===== config.mk =====
export PLATFORM = sky130hd
export DESIGN_NAME = crtm_cell
export DESIGN_NICKNAME = d
export VERILOG_FILES = /design/src/hdl/censor_region_tracker_mask_defines.svh /design/src/hdl/crtm_pkg.sv /design/src/hdl/crtm_cell.sv
export SDC_FILE = /design/constraint.sdc
export NUM_CORES = 1
export LEC_CHECK = 0
export BUFFER_PORTS_ARGS = -buffer_cell sky130_fd_sc_hd__clkbuf_2
export CORE_AREA = 2 2 158 160
export CTS_CLUSTER_DIAMETER = 40
export DETAILED_ROUTE_END_ITERATION = 12
export DIE_AREA = 0 0 160 162
export PLACE_DENSITY = 0.54
export RECOVER_POWER = 50
export SLEW_MARGIN = 20
export SYNTH_ARGS = -nofsm -noshare
export SYNTH_HDL_FRONTEND = slang
export SYNTH_SLANG_ARGS = --single-unit

===== constraint.sdc =====
create_clock -name clock -period 6.6 [get_ports clock]
set_input_delay 0.33 -clock clock [delete_from_list [all_inputs] [get_ports clock]]
set_output_delay 0.33 -clock clock [all_outputs]
set_load 0.005 [all_outputs]

===== src/hdl/censor_region_tracker_mask_defines.svh =====
// Assertion helpers shared by the tracker RTL.
`ifndef CENSOR_REGION_TRACKER_MASK_DEFINES_SVH
`define CENSOR_REGION_TRACKER_MASK_DEFINES_SVH

// Same-cycle implication, sampled on clock, off while reset is high.
`define CRTM_ASSERT_IMP(label, ante, cons) \
   label: assert property (@(posedge clock) disable iff (reset) (ante) |-> (cons)) \
      else $error("crtm same-cycle check failed");

// Next-cycle implication, sampled on clock, off while reset is high.
`define CRTM_ASSERT_NEXT(label, ante, cons) \
   label: assert property (@(posedge clock) disable iff (reset) (ante) |=> (cons)) \
      else $error("crtm next-cycle check failed");

`endif


===== src/hdl/crtm_pkg.sv =====
package crtm_pkg;

   localparam int CELL_IDX_BITS = 8;   // covers tables of up to 256 entries
   localparam int CSR_INDEX_BITS = 2;
   localparam int CSR_DATA_BITS = 36;

   localparam logic [1:0] ACT_ADD = 2'd0;
   localparam logic [1:0] ACT_PRUNE = 2'd1;
   localparam logic [1:0] ACT_MASK = 2'd2;

   localparam logic [1:0] STATUS_MERGED = 2'd0;
   localparam logic [1:0] STATUS_APPENDED = 2'd1;
   localparam logic [1:0] STATUS_FULL = 2'd2;
   localparam logic [1:0] STATUS_EMPTY = 2'd3;

   localparam logic [CSR_INDEX_BITS-1:0] CSR_PAD_FRACTION = 2'd0;
   localparam logic [CSR_INDEX_BITS-1:0] CSR_REGION_LIFETIME = 2'd1;

   localparam logic [15:0] PAD_FRACTION_RESET = 16'd19661;
   localparam logic [35:0] REGION_LIFETIME_RESET = 36'd2500000000;

   localparam logic signed [19:0] UNIT_Q15 = 20'sd32768;
   localparam logic [63:0] FULL_AGE_NS = 64'd300000000;
   localparam logic [14:0] MAX_INFLATE_Q16 = 15'd16384;
   // floor(2^43 / 300e6): age * this >> 29 is at most one below age * 2^14 / 300e6
   localparam logic [14:0] AGE_RECIP = 15'd29320;
   localparam logic [14:0] HALF_CELL_Q15 = 15'd16384;

   typedef struct packed {
      logic [1:0]  action;
      logic [15:0] box_x;
      logic [15:0] box_y;
      logic [15:0] box_w;
      logic [15:0] box_h;
      logic [63:0] now_time;
      logic [7:0]  mask_row;
      logic [2:0]  mask_column_word;
   } req_type;

   typedef struct packed {
      logic [1:0]  add_status;
      logic [6:0]  region_total;
      logic [63:0] mask_bits;
   } rsp_type;

   typedef struct packed {
      logic [15:0] x;
      logic [15:0] y;
      logic [15:0] w;
      logic [15:0] h;
   } box_type;

   typedef struct packed {
      box_type     box;
      logic [63:0] seen;
   } entry_type;

   typedef struct packed {
      logic                     shift;
      logic                     push;
      logic                     load;
      logic [CELL_IDX_BITS-1:0] tail_idx;
      logic [CELL_IDX_BITS-1:0] load_idx;
      entry_type                feed;
   } cell_ctl_type;

   typedef struct packed {
      logic clear;
      logic valid;
   } rast_ctl_type;

endpackage


===== src/hdl/crtm_cell.sv =====
module crtm_cell #(
   parameter int CELL_INDEX = 0
) (
   input  logic                   clock,
   input  crtm_pkg::cell_ctl_type ctl,
   input  crtm_pkg::entry_type    right,
   output crtm_pkg::entry_type    q
);

   localparam logic [crtm_pkg::CELL_IDX_BITS-1:0] MY_IDX =
      crtm_pkg::CELL_IDX_BITS'(CELL_INDEX);

   crtm_pkg::entry_type entry_ff;
   crtm_pkg::entry_type entry_in;

   always_comb begin
      entry_in = entry_ff;
      if (ctl.load && ctl.load_idx == MY_IDX) begin
         entry_in = ctl.feed;
      end else if (ctl.shift) begin
         // the tail of the window takes the pushed entry, cells below it advance
         if (ctl.push && ctl.tail_idx == MY_IDX) begin
            entry_in = ctl.feed;
         end else if (MY_IDX < ctl.tail_idx) begin
            entry_in = right;
         end
      end
   end

   always_ff @(posedge clock) begin
      entry_ff <= entry_in;
   end

   assign q = entry_ff;

endmodule


==> parameters.txt <==
Parameter                              Value

Setup path
  Worst-path fanout max ... 70
  Critical Path Sink Type ... flip-flop
  Worst setup path category ... in2reg
  Buffering stage count on the worst path with inverters included ... 2
  Worst setup SP type ... primary input
  Crit path max-delay cell type ... sky130_fd_sc_hd__clkbuf_1
  Crit path required time ... 6520 ps
  Top Family by Delay on Critical Path ... buffers and inverters
  Max incr delay on CP ... 2730 ps
  Arrival @ worst endpoint ... 4040 ps
  List of cells traversed by the critical path ... clkbuf_2 -> nor4_1 -> nand4b_1 -> nand2_4 -> clkbuf_1

Final layout
  Layout cells sized above 1 ... 62.8%
  Number of flip-flops in the largest register ... 128
  Number of nets at the end of the flow ... 967
  Area growth syn-to-layout ... 45.4%
  Combined area of the multi-input logic cells ... 0.00191 sq mm
  Area taken by flip-flops and latches ... 0.00384 sq mm
  Antenna diodes ... 0
  Layout filler cell count ... 2463

Synth
  Count of different cell masters after synthesis ... 14
  Number of enable flip-flop cells after synthesis ... 128
  Per-instance average area after synthesis ... 21.4 sq um
  Synthesized Nets ... 556
  Share of synthesized area occupied by flip-flops and latches ... between 60 and 70%
  Fraction of post-synthesis cell area in the top cell type by area ... 64.2%
  Post-synthesis cell area ... 0.00598 sq mm
  Fraction of registers with async set or reset after synthesis ... 0%
  Ranking of synthesized cells by instance count ... sky130_fd_sc_hd__edfxtp_1, sky130_fd_sc_hd__mux2_4, sky130_fd_sc_hd__mux2_1
  Synth area leader ... sky130_fd_sc_hd__edfxtp_1
  Most common flop cell mapped by yosys ... sky130_fd_sc_hd__edfxtp_1
  Leading post-synthesis cells by cell area ... sky130_fd_sc_hd__edfxtp_1, sky130_fd_sc_hd__mux2_4, sky130_fd_sc_hd__mux2_1, sky130_fd_sc_hd__buf_12, sky130_fd_sc_hd__mux2_2
  Number of standard cells after synthesis ... between 200 and 300
  Top-count cell post-synth ... sky130_fd_sc_hd__edfxtp_1
  Flip-flop and latch count after synthesis ... 128
  Number of warnings reported in the yosys synthesis log ... 0

STA
  Final setup slack of the worst path ... roughly 2500 ps
  Minimum period implied by the final worst setup slack ... 4120 ps
  Setup TNS ... 0 ps
  Final setup viols ... 0
  FMAX ... 0.243 GHz
  Unrepaired setup endpoints after global routing ... no
  Final hold violations ... 0
  Count of final max-slew check failures ... 130
  Period utilization ... 62.4%
  Tightest Pin Transition ... 3910 ps
  Slew HR ... -161%

Placement
  Input/output buffers ... between 400 and 500
  GP Congestion ... between 0.7 and 0.8
  Minimum setup slack after placement ... 3270 ps
  Estimated wirelength of the detail-placed design ... approximately 13 mm

Die
  Number of placement rows ... between 50 and 60
  Initial Util ... 24.8%
  Ports ... 404
  Die width ... approximately 160 um
  Y dimension of the die ... 162 um
  Core area ... roughly 0.024 sq mm
  Overall die area ... 0.0259 sq mm

Worst hold path
  Type of the worst min-delay path ... in2reg
  Hold path startpoint ... right[110]
  Worst Hold Depth ... 2
  Hold Path End ... q[110]$_DFFE_PP_

Clocking
  Postcts setup bufs ... 0
  Number of gates resized after CTS ... 0
  Total clock sinks ... 128
  CTS buffer count ... 17
  CTS tree ... yes
  H-tree lvl count ... 4
  Max Root-Sink Buffers ... 2
  Hold buffer count at cts ... 0
  Worst-path clk slew ... 60 ps
  Clock tree root driver cell ... sky130_fd_sc_hd__clkbuf_16

Drt
  Final ANT Viol Nets ... 0
  Total via count in the routed design ... about 4100
  Routed wire length ... about 16 mm
  First drt pass iteration count ... 4
  Iteration-0 DRC Markers ... around 150
  Detailed-route wire length per cell ... about 16 um
  Via density ... roughly 4
  Final routed DRC violation total ... 0

Global routing
  GR Util met2 ... 22.0%
  Maximum number of pins on one net before global-route repair ... 91
  Overall track demand over capacity in global routing ... 12.3%
  GR met3 Demand/Resource ... 4.29%
  Top Usage Layer GRT ... met2
  Global-route wire length before repair ... approximately 24 mm
  Final global-route overflow total ... 0
  Vias in the first global route ... between 4000 and 5000
  Initial antenna violation count ... 0
  Global-route track usage on met1 ... between 10% and 20%

Power and ir drop
  Overall Power ... 0.00225 W
  Power density of the placed cells ... 259 mW/mm^2
  Leakage ... 3.74 nW
  Peak supply drop ... 0.131 mV

Run status
  Failing checks ... max-capacitance violations, max-slew violations
  Result of the run ... finished with violations

Run
  Max Cap Violations ... 2
## routing by layer
layer  vias to the layer above  part of all wire [%]
li1                       1932                     -
met1                      1913                    38
met2                       226                    52
met3                        12                   8.1
met4                         0                   1.5
met5                         -                     0
## how the worst max path moves through the flow
| stage | start | endpoint | slack (ps) | cells past startpoint |
|---|---|---|---|---|
| after floorplan | ctl[141] | q[0]$_DFFE_PP_ | 2550 | 4 |
| after global placement | ctl[140] | q[127]$_DFFE_PP_ | 3250 | 6 |
| after detailed placement | ctl[140] | q[6]$_DFFE_PP_ | 3270 | 6 |
| after CTS | ctl[140] | q[6]$_DFFE_PP_ | 3700 | 6 |
| after global routing | ctl[130] | q[33]$_DFFE_PP_ | 2200 | 5 |
| final | ctl[130] | q[33]$_DFFE_PP_ | 2480 | 5 |
## stage by stage
step / util (%) / instance area, sq um / hold WS (ps) / std cells
floorplan: - / 5980 / 531 / 280
global placement: 34.0 / 8200 / 612 / 996
detailed placement: 34.0 / 8200 / 617 / 996
CTS: 36.7 / 8840 / 177 / 1028
global route: 36.1 / 8700 / 184 / 1028
finish: 36.1 / 8700 / 199 / 1028
## cell families after synthesis
family                 synth area share (%)
and+or+nand+nor                        1.07
muxes                                  30.4
buffers and inverters                  4.25
DFF                                    64.2
AOI/OAI and AO/OA                    0.0836
## where the power goes
group          internal [W]  total, W  leakage [nW]  switching, W
Sequential         0.000973  0.000991          1.25     0.0000178
Combinational      0.000132  0.000227          2.18     0.0000941
Clock              0.000671   0.00103         0.306      0.000364
## final cells by class
cell class,instances,share of cell area (%)
timing repair buffer,406,21.9
clock buffer,18,4.93
sequential,128,44.2
multi-input combinational,138,21.9
tap,324,4.66
clock inverter,14,2.44
## placed cells by master, fill, tap and decap left out
cell type | netlist | routed
sky130_fd_sc_hd__buf_4 | 0 | 1
sky130_fd_sc_hd__bufinv_16 | 0 | 5
sky130_fd_sc_hd__clkbuf_1 | 0 | 106
sky130_fd_sc_hd__clkbuf_16 | 0 | 17
sky130_fd_sc_hd__clkbuf_2 | 0 | 300
sky130_fd_sc_hd__clkinv_1 | 0 | 2
sky130_fd_sc_hd__clkinv_2 | 0 | 1
sky130_fd_sc_hd__clkinv_4 | 0 | 2
sky130_fd_sc_hd__clkinvlp_4 | 0 | 2
sky130_fd_sc_hd__edfxtp_1 | 128 | 128
sky130_fd_sc_hd__inv_6 | 0 | 2
sky130_fd_sc_hd__mux2_1 | 20 | 20
sky130_fd_sc_hd__mux2_2 | 8 | 8
sky130_fd_sc_hd__mux2_4 | 100 | 100
sky130_fd_sc_hd__nand2_1 | 2 | 1
sky130_fd_sc_hd__nand2_4 | 0 | 1
sky130_fd_sc_hd__nand2_8 | 0 | 1
sky130_fd_sc_hd__nand3_1 | 1 | 1
sky130_fd_sc_hd__nand4b_1 | 1 | 1
sky130_fd_sc_hd__nor3_1 | 1 | 1
sky130_fd_sc_hd__nor4_1 | 1 | 1
sky130_fd_sc_hd__nor4_2 | 2 | 2
sky130_fd_sc_hd__o21ai_0 | 1 | 1
(Power assumes the default switching activity.)
