<file path="src/hdl/censor_region_tracker_mask_defines.svh">
// Assertion helpers shared by the tracker RTL.
`ifndef CENSOR_REGION_TRACKER_MASK_DEFINES_SVH
`define CENSOR_REGION_TRACKER_MASK_DEFINES_SVH

// Same-cycle implication, sampled on clock, off while reset is high.
`define CRTM_ASSERT_IMP(label, ante, cons) \
   label: assert property (@(posedge clock) disable iff (reset) (ante) |-> (cons)) \
      else $error("crtm same-cycle check failed");

// Next-cycle implication, sampled on clock, off while reset is high.
`define CRTM_ASSERT_NEXT(label, ante, cons) \
   label: assert property (@(posedge clock) disable iff (reset) (ante) |=> (cons)) \
      else $error("crtm next-cycle check failed");

`endif

</file>
<file path="src/hdl/crtm_pkg.sv">
package crtm_pkg;

   localparam int CELL_IDX_BITS = 8;   // covers tables of up to 256 entries
   localparam int CSR_INDEX_BITS = 2;
   localparam int CSR_DATA_BITS = 36;

   localparam logic [1:0] ACT_ADD = 2'd0;
   localparam logic [1:0] ACT_PRUNE = 2'd1;
   localparam logic [1:0] ACT_MASK = 2'd2;

   localparam logic [1:0] STATUS_MERGED = 2'd0;
   localparam logic [1:0] STATUS_APPENDED = 2'd1;
   localparam logic [1:0] STATUS_FULL = 2'd2;
   localparam logic [1:0] STATUS_EMPTY = 2'd3;

   localparam logic [CSR_INDEX_BITS-1:0] CSR_PAD_FRACTION = 2'd0;
   localparam logic [CSR_INDEX_BITS-1:0] CSR_REGION_LIFETIME = 2'd1;

   localparam logic [15:0] PAD_FRACTION_RESET = 16'd19661;
   localparam logic [35:0] REGION_LIFETIME_RESET = 36'd2500000000;

   localparam logic signed [19:0] UNIT_Q15 = 20'sd32768;
   localparam logic [63:0] FULL_AGE_NS = 64'd300000000;
   localparam logic [14:0] MAX_INFLATE_Q16 = 15'd16384;
   // floor(2^43 / 300e6): age * this >> 29 is at most one below age * 2^14 / 300e6
   localparam logic [14:0] AGE_RECIP = 15'd29320;
   localparam logic [14:0] HALF_CELL_Q15 = 15'd16384;

   typedef struct packed {
      logic [1:0]  action;
      logic [15:0] box_x;
      logic [15:0] box_y;
      logic [15:0] box_w;
      logic [15:0] box_h;
      logic [63:0] now_time;
      logic [7:0]  mask_row;
      logic [2:0]  mask_column_word;
   } req_type;

   typedef struct packed {
      logic [1:0]  add_status;
      logic [6:0]  region_total;
      logic [63:0] mask_bits;
   } rsp_type;

   typedef struct packed {
      logic [15:0] x;
      logic [15:0] y;
      logic [15:0] w;
      logic [15:0] h;
   } box_type;

   typedef struct packed {
      box_type     box;
      logic [63:0] seen;
   } entry_type;

   typedef struct packed {
      logic                     shift;
      logic                     push;
      logic                     load;
      logic [CELL_IDX_BITS-1:0] tail_idx;
      logic [CELL_IDX_BITS-1:0] load_idx;
      entry_type                feed;
   } cell_ctl_type;

   typedef struct packed {
      logic clear;
      logic valid;
   } rast_ctl_type;

endpackage

</file>
<file path="src/hdl/crtm_raster.sv">
module crtm_raster #(
   parameter int MASK_COLUMNS = 320,
   parameter int MASK_ROWS = 180
) (
   input  logic                   clock,
   input  logic                   reset,
   input  crtm_pkg::rast_ctl_type ctl,
   input  crtm_pkg::entry_type    entry,
   input  logic [63:0]            now_time,
   input  logic [7:0]             mask_row,
   input  logic [2:0]             mask_column_word,
   output logic [63:0]            mask_bits,
   output logic                   busy
);

   // span ends reach at most 1.25 * 1024 cells
   localparam int COORD_BITS = 11;
   localparam logic [COORD_BITS-1:0] COLS = COORD_BITS'(MASK_COLUMNS);
   localparam logic [COORD_BITS-1:0] ROWS = COORD_BITS'(MASK_ROWS);

   function automatic logic [COORD_BITS-1:0] span_lo(input logic signed [17:0] s,
                                                     input logic [COORD_BITS-1:0] n_cells);
      logic [27:0] prod;
      prod = 28'(s[16:0]) * 28'(n_cells);
      if (s < 0) begin
         span_lo = '0;
      end else begin
         span_lo = prod[15 +: COORD_BITS];
      end
   endfunction

   function automatic logic [COORD_BITS-1:0] span_hi(input logic signed [17:0] s,
                                                     input logic [COORD_BITS-1:0] n_cells);
      logic [27:0] prod;
      logic [COORD_BITS-1:0] hi;
      prod = 28'(s[16:0]) * 28'(n_cells) + 28'(crtm_pkg::HALF_CELL_Q15);
      hi = prod[15 +: COORD_BITS];
      if (s < 0) begin
         span_hi = '0;
      end else if (hi > n_cells) begin
         span_hi = n_cells;
      end else begin
         span_hi = hi;
      end
   endfunction

   logic v1_ff, v2_ff, v3_ff, v4_ff, v5_ff;
   crtm_pkg::box_type box1_ff, box2_ff, box3_ff;
   logic [28:0] a1_ff, a2_ff;
   logic full1_ff, full2_ff;
   logic [43:0] p2_ff;
   logic [14:0] infl3_ff;
   logic signed [17:0] sx4_ff, ex4_ff, sy4_ff, ey4_ff;
   logic [COORD_BITS-1:0] x0_ff, x1_ff, y0_ff, y1_ff;
   logic [63:0] acc_ff;

   logic [63:0] age;
   logic [43:0] p_in;
   logic [14:0] q0;
   logic [43:0] chk;
   logic [14:0] infl_in;
   logic [30:0] prod_w, prod_h;
   logic [14:0] pad_x, pad_y;
   logic signed [17:0] sx_in, ex_in, sy_in, ey_in;
   logic [COORD_BITS-1:0] col_base;
   logic hit_row;
   logic [63:0] row_bits;

   always_comb begin
      age = now_time - entry.seen;
      p_in = 44'(a1_ff) * 44'(crtm_pkg::AGE_RECIP);
      q0 = p2_ff[43:29];
      chk = 44'(q0 + 15'd1) * 44'(crtm_pkg::FULL_AGE_NS);
      if (full2_ff) begin
         infl_in = crtm_pkg::MAX_INFLATE_Q16;
      end else if ({1'b0, a2_ff, 14'b0} >= chk) begin
         infl_in = q0 + 15'd1;
      end else begin
         infl_in = q0;
      end
      prod_w = 31'(box3_ff.w) * 31'(infl3_ff);
      prod_h = 31'(box3_ff.h) * 31'(infl3_ff);
      pad_x = prod_w[30:16];
      pad_y = prod_h[30:16];
      sx_in = $signed({2'b0, box3_ff.x}) - $signed({3'b0, pad_x});
      ex_in = $signed({2'b0, box3_ff.x}) + $signed({2'b0, box3_ff.w})
              + $signed({3'b0, pad_x});
      sy_in = $signed({2'b0, box3_ff.y}) - $signed({3'b0, pad_y});
      ey_in = $signed({2'b0, box3_ff.y}) + $signed({2'b0, box3_ff.h})
              + $signed({3'b0, pad_y});
      col_base = {2'b0, mask_column_word, 6'b0};
      hit_row = ({3'b0, mask_row} >= y0_ff) && ({3'b0, mask_row} < y1_ff);
      for (int i = 0; i < 64; i++) begin
         row_bits[i] = hit_row && ((col_base + COORD_BITS'(i)) >= x0_ff)
                       && ((col_base + COORD_BITS'(i)) < x1_ff);
      end
   end

   always_ff @(posedge clock) begin
      if (reset) begin
         v1_ff <= 1'b0;
         v2_ff <= 1'b0;
         v3_ff <= 1'b0;
         v4_ff <= 1'b0;
         v5_ff <= 1'b0;
      end else begin
         v1_ff <= ctl.valid;
         v2_ff <= v1_ff;
         v3_ff <= v2_ff;
         v4_ff <= v3_ff;
         v5_ff <= v4_ff;
      end
   end

   always_ff @(posedge clock) begin
      box1_ff <= entry.box;
      a1_ff <= age[28:0];
      full1_ff <= age >= crtm_pkg::FULL_AGE_NS;
      box2_ff <= box1_ff;
      a2_ff <= a1_ff;
      full2_ff <= full1_ff;
      p2_ff <= p_in;
      box3_ff <= box2_ff;
      infl3_ff <= infl_in;
      sx4_ff <= sx_in;
      ex4_ff <= ex_in;
      sy4_ff <= sy_in;
      ey4_ff <= ey_in;
      x0_ff <= span_lo(sx4_ff, COLS);
      x1_ff <= span_hi(ex4_ff, COLS);
      y0_ff <= span_lo(sy4_ff, ROWS);
      y1_ff <= span_hi(ey4_ff, ROWS);
      if (ctl.clear) begin
         acc_ff <= '0;
      end else if (v5_ff) begin
         acc_ff <= acc_ff | row_bits;
      end
   end

   assign mask_bits = acc_ff;
   assign busy = v1_ff | v2_ff | v3_ff | v4_ff | v5_ff;

endmodule

</file>
<file path="config.mk">
export PLATFORM = sky130hd
export DESIGN_NAME = crtm_raster
export DESIGN_NICKNAME = d
export VERILOG_FILES = /design/src/hdl/censor_region_tracker_mask_defines.svh /design/src/hdl/crtm_pkg.sv /design/src/hdl/crtm_raster.sv
export SDC_FILE = /design/constraint.sdc
export NUM_CORES = 2
export LEC_CHECK = 0
export ABC_AREA = 1
export BUFFER_PORTS_ARGS = -buffer_cell sky130_fd_sc_hd__buf_4
export CELL_PAD_IN_SITES_DETAIL_PLACEMENT = 1
export CELL_PAD_IN_SITES_GLOBAL_PLACEMENT = 2
export CORE_ASPECT_RATIO = 1.2
export CORE_UTILIZATION = 38
export CTS_CLUSTER_DIAMETER = 40
export CTS_CLUSTER_SIZE = 14
export DETAILED_ROUTE_END_ITERATION = 10
export PLACE_DENSITY = 0.86
export SYNTH_ARGS = -nofsm -noshare
export SYNTH_HDL_FRONTEND = slang
export SYNTH_SLANG_ARGS = --single-unit
</file>
<file path="constraint.sdc">
create_clock -name clock -period 10.4 [get_ports clock]
set_input_delay 1.56 -clock clock [delete_from_list [all_inputs] [get_ports clock]]
set_output_delay 1.56 -clock clock [all_outputs]
set_load 0.01 [all_outputs]
</file>
==> impl_metrics.ini <==
[yosys]
yosysWarnings = 0
synth_cell_type_count = 60
yosys.area_share.simple_pct = 17.8
synth_top_family_by_area = adder cells
synth_area_um2 = 53800
async_flop_share_pct = 0
ys_ff_latch = 464
synth.avg_cell_area_um2 = 7.69
synthFlopType = dfxtp_1
muxShareOfSynthArea_pct = 0
syn-instance-count = 6995
seq_area_frac_synth_pct = 17.3
synth_edf_count = 0
synth_compound_area_share_pct = 8.60
synth_xor_area_share_pct = 2.91
synthAdderAreaFrac_pct = 41.0

[worst_setup_path]
path_delay_family = adder cells
crit_arrival_ns = 9.85
r2r.worst_path.cells = 33
r2r_slack_ns = 1.16
path_buf_inv = 7
crit_cells = 33
critical_path_class = reg2reg
regToRegEndpoint = ex4_ff[15]
worstPathRequired_ns = 11.00
crit_slowest_cell = dfxtp_1
endpoint_kind = flop
worstSetupStartpointType = flop
cp_slowest_stage_delay_ns = 0.96
r2r-start = infl3_ff[5]
crit_top_cell = fa_1
crit_fanout = 18

[sta]
fmax_mhz = 108
layout_min_cycle_time_ns = 9.24
rsz0062_at_grt = no
worst_pin_slew_ns = 1.12
fin_skew_ns = 0.0314
finalMaxSlewViolations = 0
hold_viol_final = 0
fin_tns_setup_ns = 0
finalSetupViolations = 0
fin_crit_sh_pct = 88.9
hold_ws_ns = 0.314
relSlewSlack_pct = 25.1

[min_path]
hp-start = box2_ff[12]
whs_path_depth = 0
hold_path.class = reg2reg
worstHoldEndpoint = box3_ff[12]

[run]
drv_cap = 0

[layout]
layout_common_cells = inv_1 (1646), nand2_1 (1559), ha_1 (760), fa_1 (626), dfxtp_1 (463)
fin_area_um2 = 60600
drive_gt1_share_pct = 6.48
seqCellArea_um2 = 9290
nets = 8864
layout_commonest_cell = inv_1
multi_input_area_um2 = 37900
final_core_util_pct = 43.4
filler_cell_count = 17200
area_growth_syn_to_layout_pct = 12.8

[route]
first_pass_iters = 5
vias = 45600
detail-route-antenna-nets = 0
wire_per_inst_um = 18.2
drt_iter0_drc = 1524
viasPerCell = 4.98
drc = 0
routed_wl_um = 166000

[global_routing]
antenna_found_initial = 8
grt_max_degree = 65
grt_overflow_total = 0
grt_pass1_vias = 50500
gr-usage-all-layers_pct = 23.6
grt_pass1_wl_um = 268000

[place]
dp_hpwl_um = 140000
gp_congestion = 0.918
port_buffers = 271
placed_area_um2 = 58000

[run_status]
outcome = finished, final reports clean

[clock_network]
htree_levels = 3
post_cts_resized = 0
post_cts_buffers = 0
cts.sinks = 464
ctsHoldBuffers = 0
clock_path_buffers = 3
path_clk_slew_ns = 0.06
cts_tree = done
cts_root_buf = clkbuf_16
cts_buffers = 75
insertion_delay_ns = 0.70

[die]
die_h_um = 414
placeableCoreArea_um2 = 140000
die_x_um = 345
rows = 150
ios = 272
dieArea_um2 = 143000
initial_core_util_pct = 38.5
## Yosys cell counts (all sizes together) (2+ instances only)
library cell / count / area share [%]
buf: 6 / 0.086
xor2: 114 / 1.9
o31ai: 8 / 0.11
xnor2: 64 / 1.1
and2: 2 / 0.023
clkbuf: 114 / 0.80
nor3b: 5 / 0.070
inv: 1647 / 11
a31oi: 49 / 0.57
o221a: 2 / 0.042
o311ai: 2 / 0.033
ha: 760 / 18
a21boi: 7 / 0.098
nor3: 58 / 0.55
nand2: 1562 / 11
nor2: 434 / 3.1
nand4: 52 / 0.60
o211ai: 29 / 0.40
or2: 4 / 0.047
a21oi: 410 / 3.8
o211a: 3 / 0.056
dfxtp: 464 / 17
a221oi: 5 / 0.081
nand3: 225 / 2.1
fa: 626 / 23
o21bai: 23 / 0.32
o2111ai: 7 / 0.11
a21o: 24 / 0.34
o221ai: 3 / 0.049
o21a: 26 / 0.36
nand3b: 20 / 0.28
a211oi: 7 / 0.098
o21ai: 212 / 2.0
nor4: 12 / 0.15
## flip-flops by register name (all words and copies together) (netlist names)
| register | flops |
|---|---|
| sy4_ff | 17 |
| v1_ff | 1 |
| box1_ff | 64 |
| ey4_ff | 18 |
| mask_bits | 64 |
| v4_ff | 1 |
| x1_ff | 11 |
| a2_ff | 29 |
| v2_ff | 1 |
| y1_ff | 11 |
| full1_ff | 1 |
| x0_ff | 11 |
| v5_ff | 1 |
| p2_ff | 15 |
| box3_ff | 64 |
| y0_ff | 10 |
| a1_ff | 29 |
| full2_ff | 1 |
| ex4_ff | 18 |
| box2_ff | 64 |
| v3_ff | 1 |
| infl3_ff | 15 |
| sx4_ff | 17 |
## layer usage
layer	vias up	track usage, %	wire [um]	part of all wire (%)
met5	-	0	37	0.022
met4	4	9.57	6380	3.8
met3	254	2.43	5320	3.2
met2	785	44.1	86600	52
met1	22400	27.3	67900	41
li1	22100	-	-	-
## per-stage QoR
step / setup slack [ns] / cells
after floorplan: 2.72 / 7000
after global placement: 1.53 / 9018
after detailed placement: 1.30 / 9018
after CTS: 1.20 / 9156
after global routing: 0.571 / 9157
final: 1.16 / 9160
## area by class of cell
| class | count | area share (%) |
|---|---|---|
| repair buffers | 314 | 3.89 |
| inverters | 1647 | 10.2 |
| clock buffers | 86 | 3.32 |
| diodes | 4 | 0.0165 |
| clock inverters | 52 | 1.08 |
| well taps | 1824 | 3.76 |
| multi-input cells | 4769 | 62.4 |
| flip-flops and latches | 464 | 15.3 |
## how the worst max path moves through the flow
stage,to,start
after CTS,ex4_ff[15],infl3_ff[5]
after detailed placement,ex4_ff[15],infl3_ff[5]
after global routing,infl3_ff[8],p2_ff[29]
after floorplan,ey4_ff[13],box3_ff[6]
final,ex4_ff[15],infl3_ff[5]
after global placement,infl3_ff[5],p2_ff[29]
## cells by family after synthesis
group	count (synthesis)
adder cells (fa/ha/maj)	1386
XOR/XNOR	178
flip-flops	464
other	1
buffers and inverters	1767
AND/OR/NAND/NOR	2376
AO/OA/AOI/OAI	823
Power is left out: the tool's default activity adds up to more than one toggle a clock period on the data nets, which glitch-free logic cannot reach.
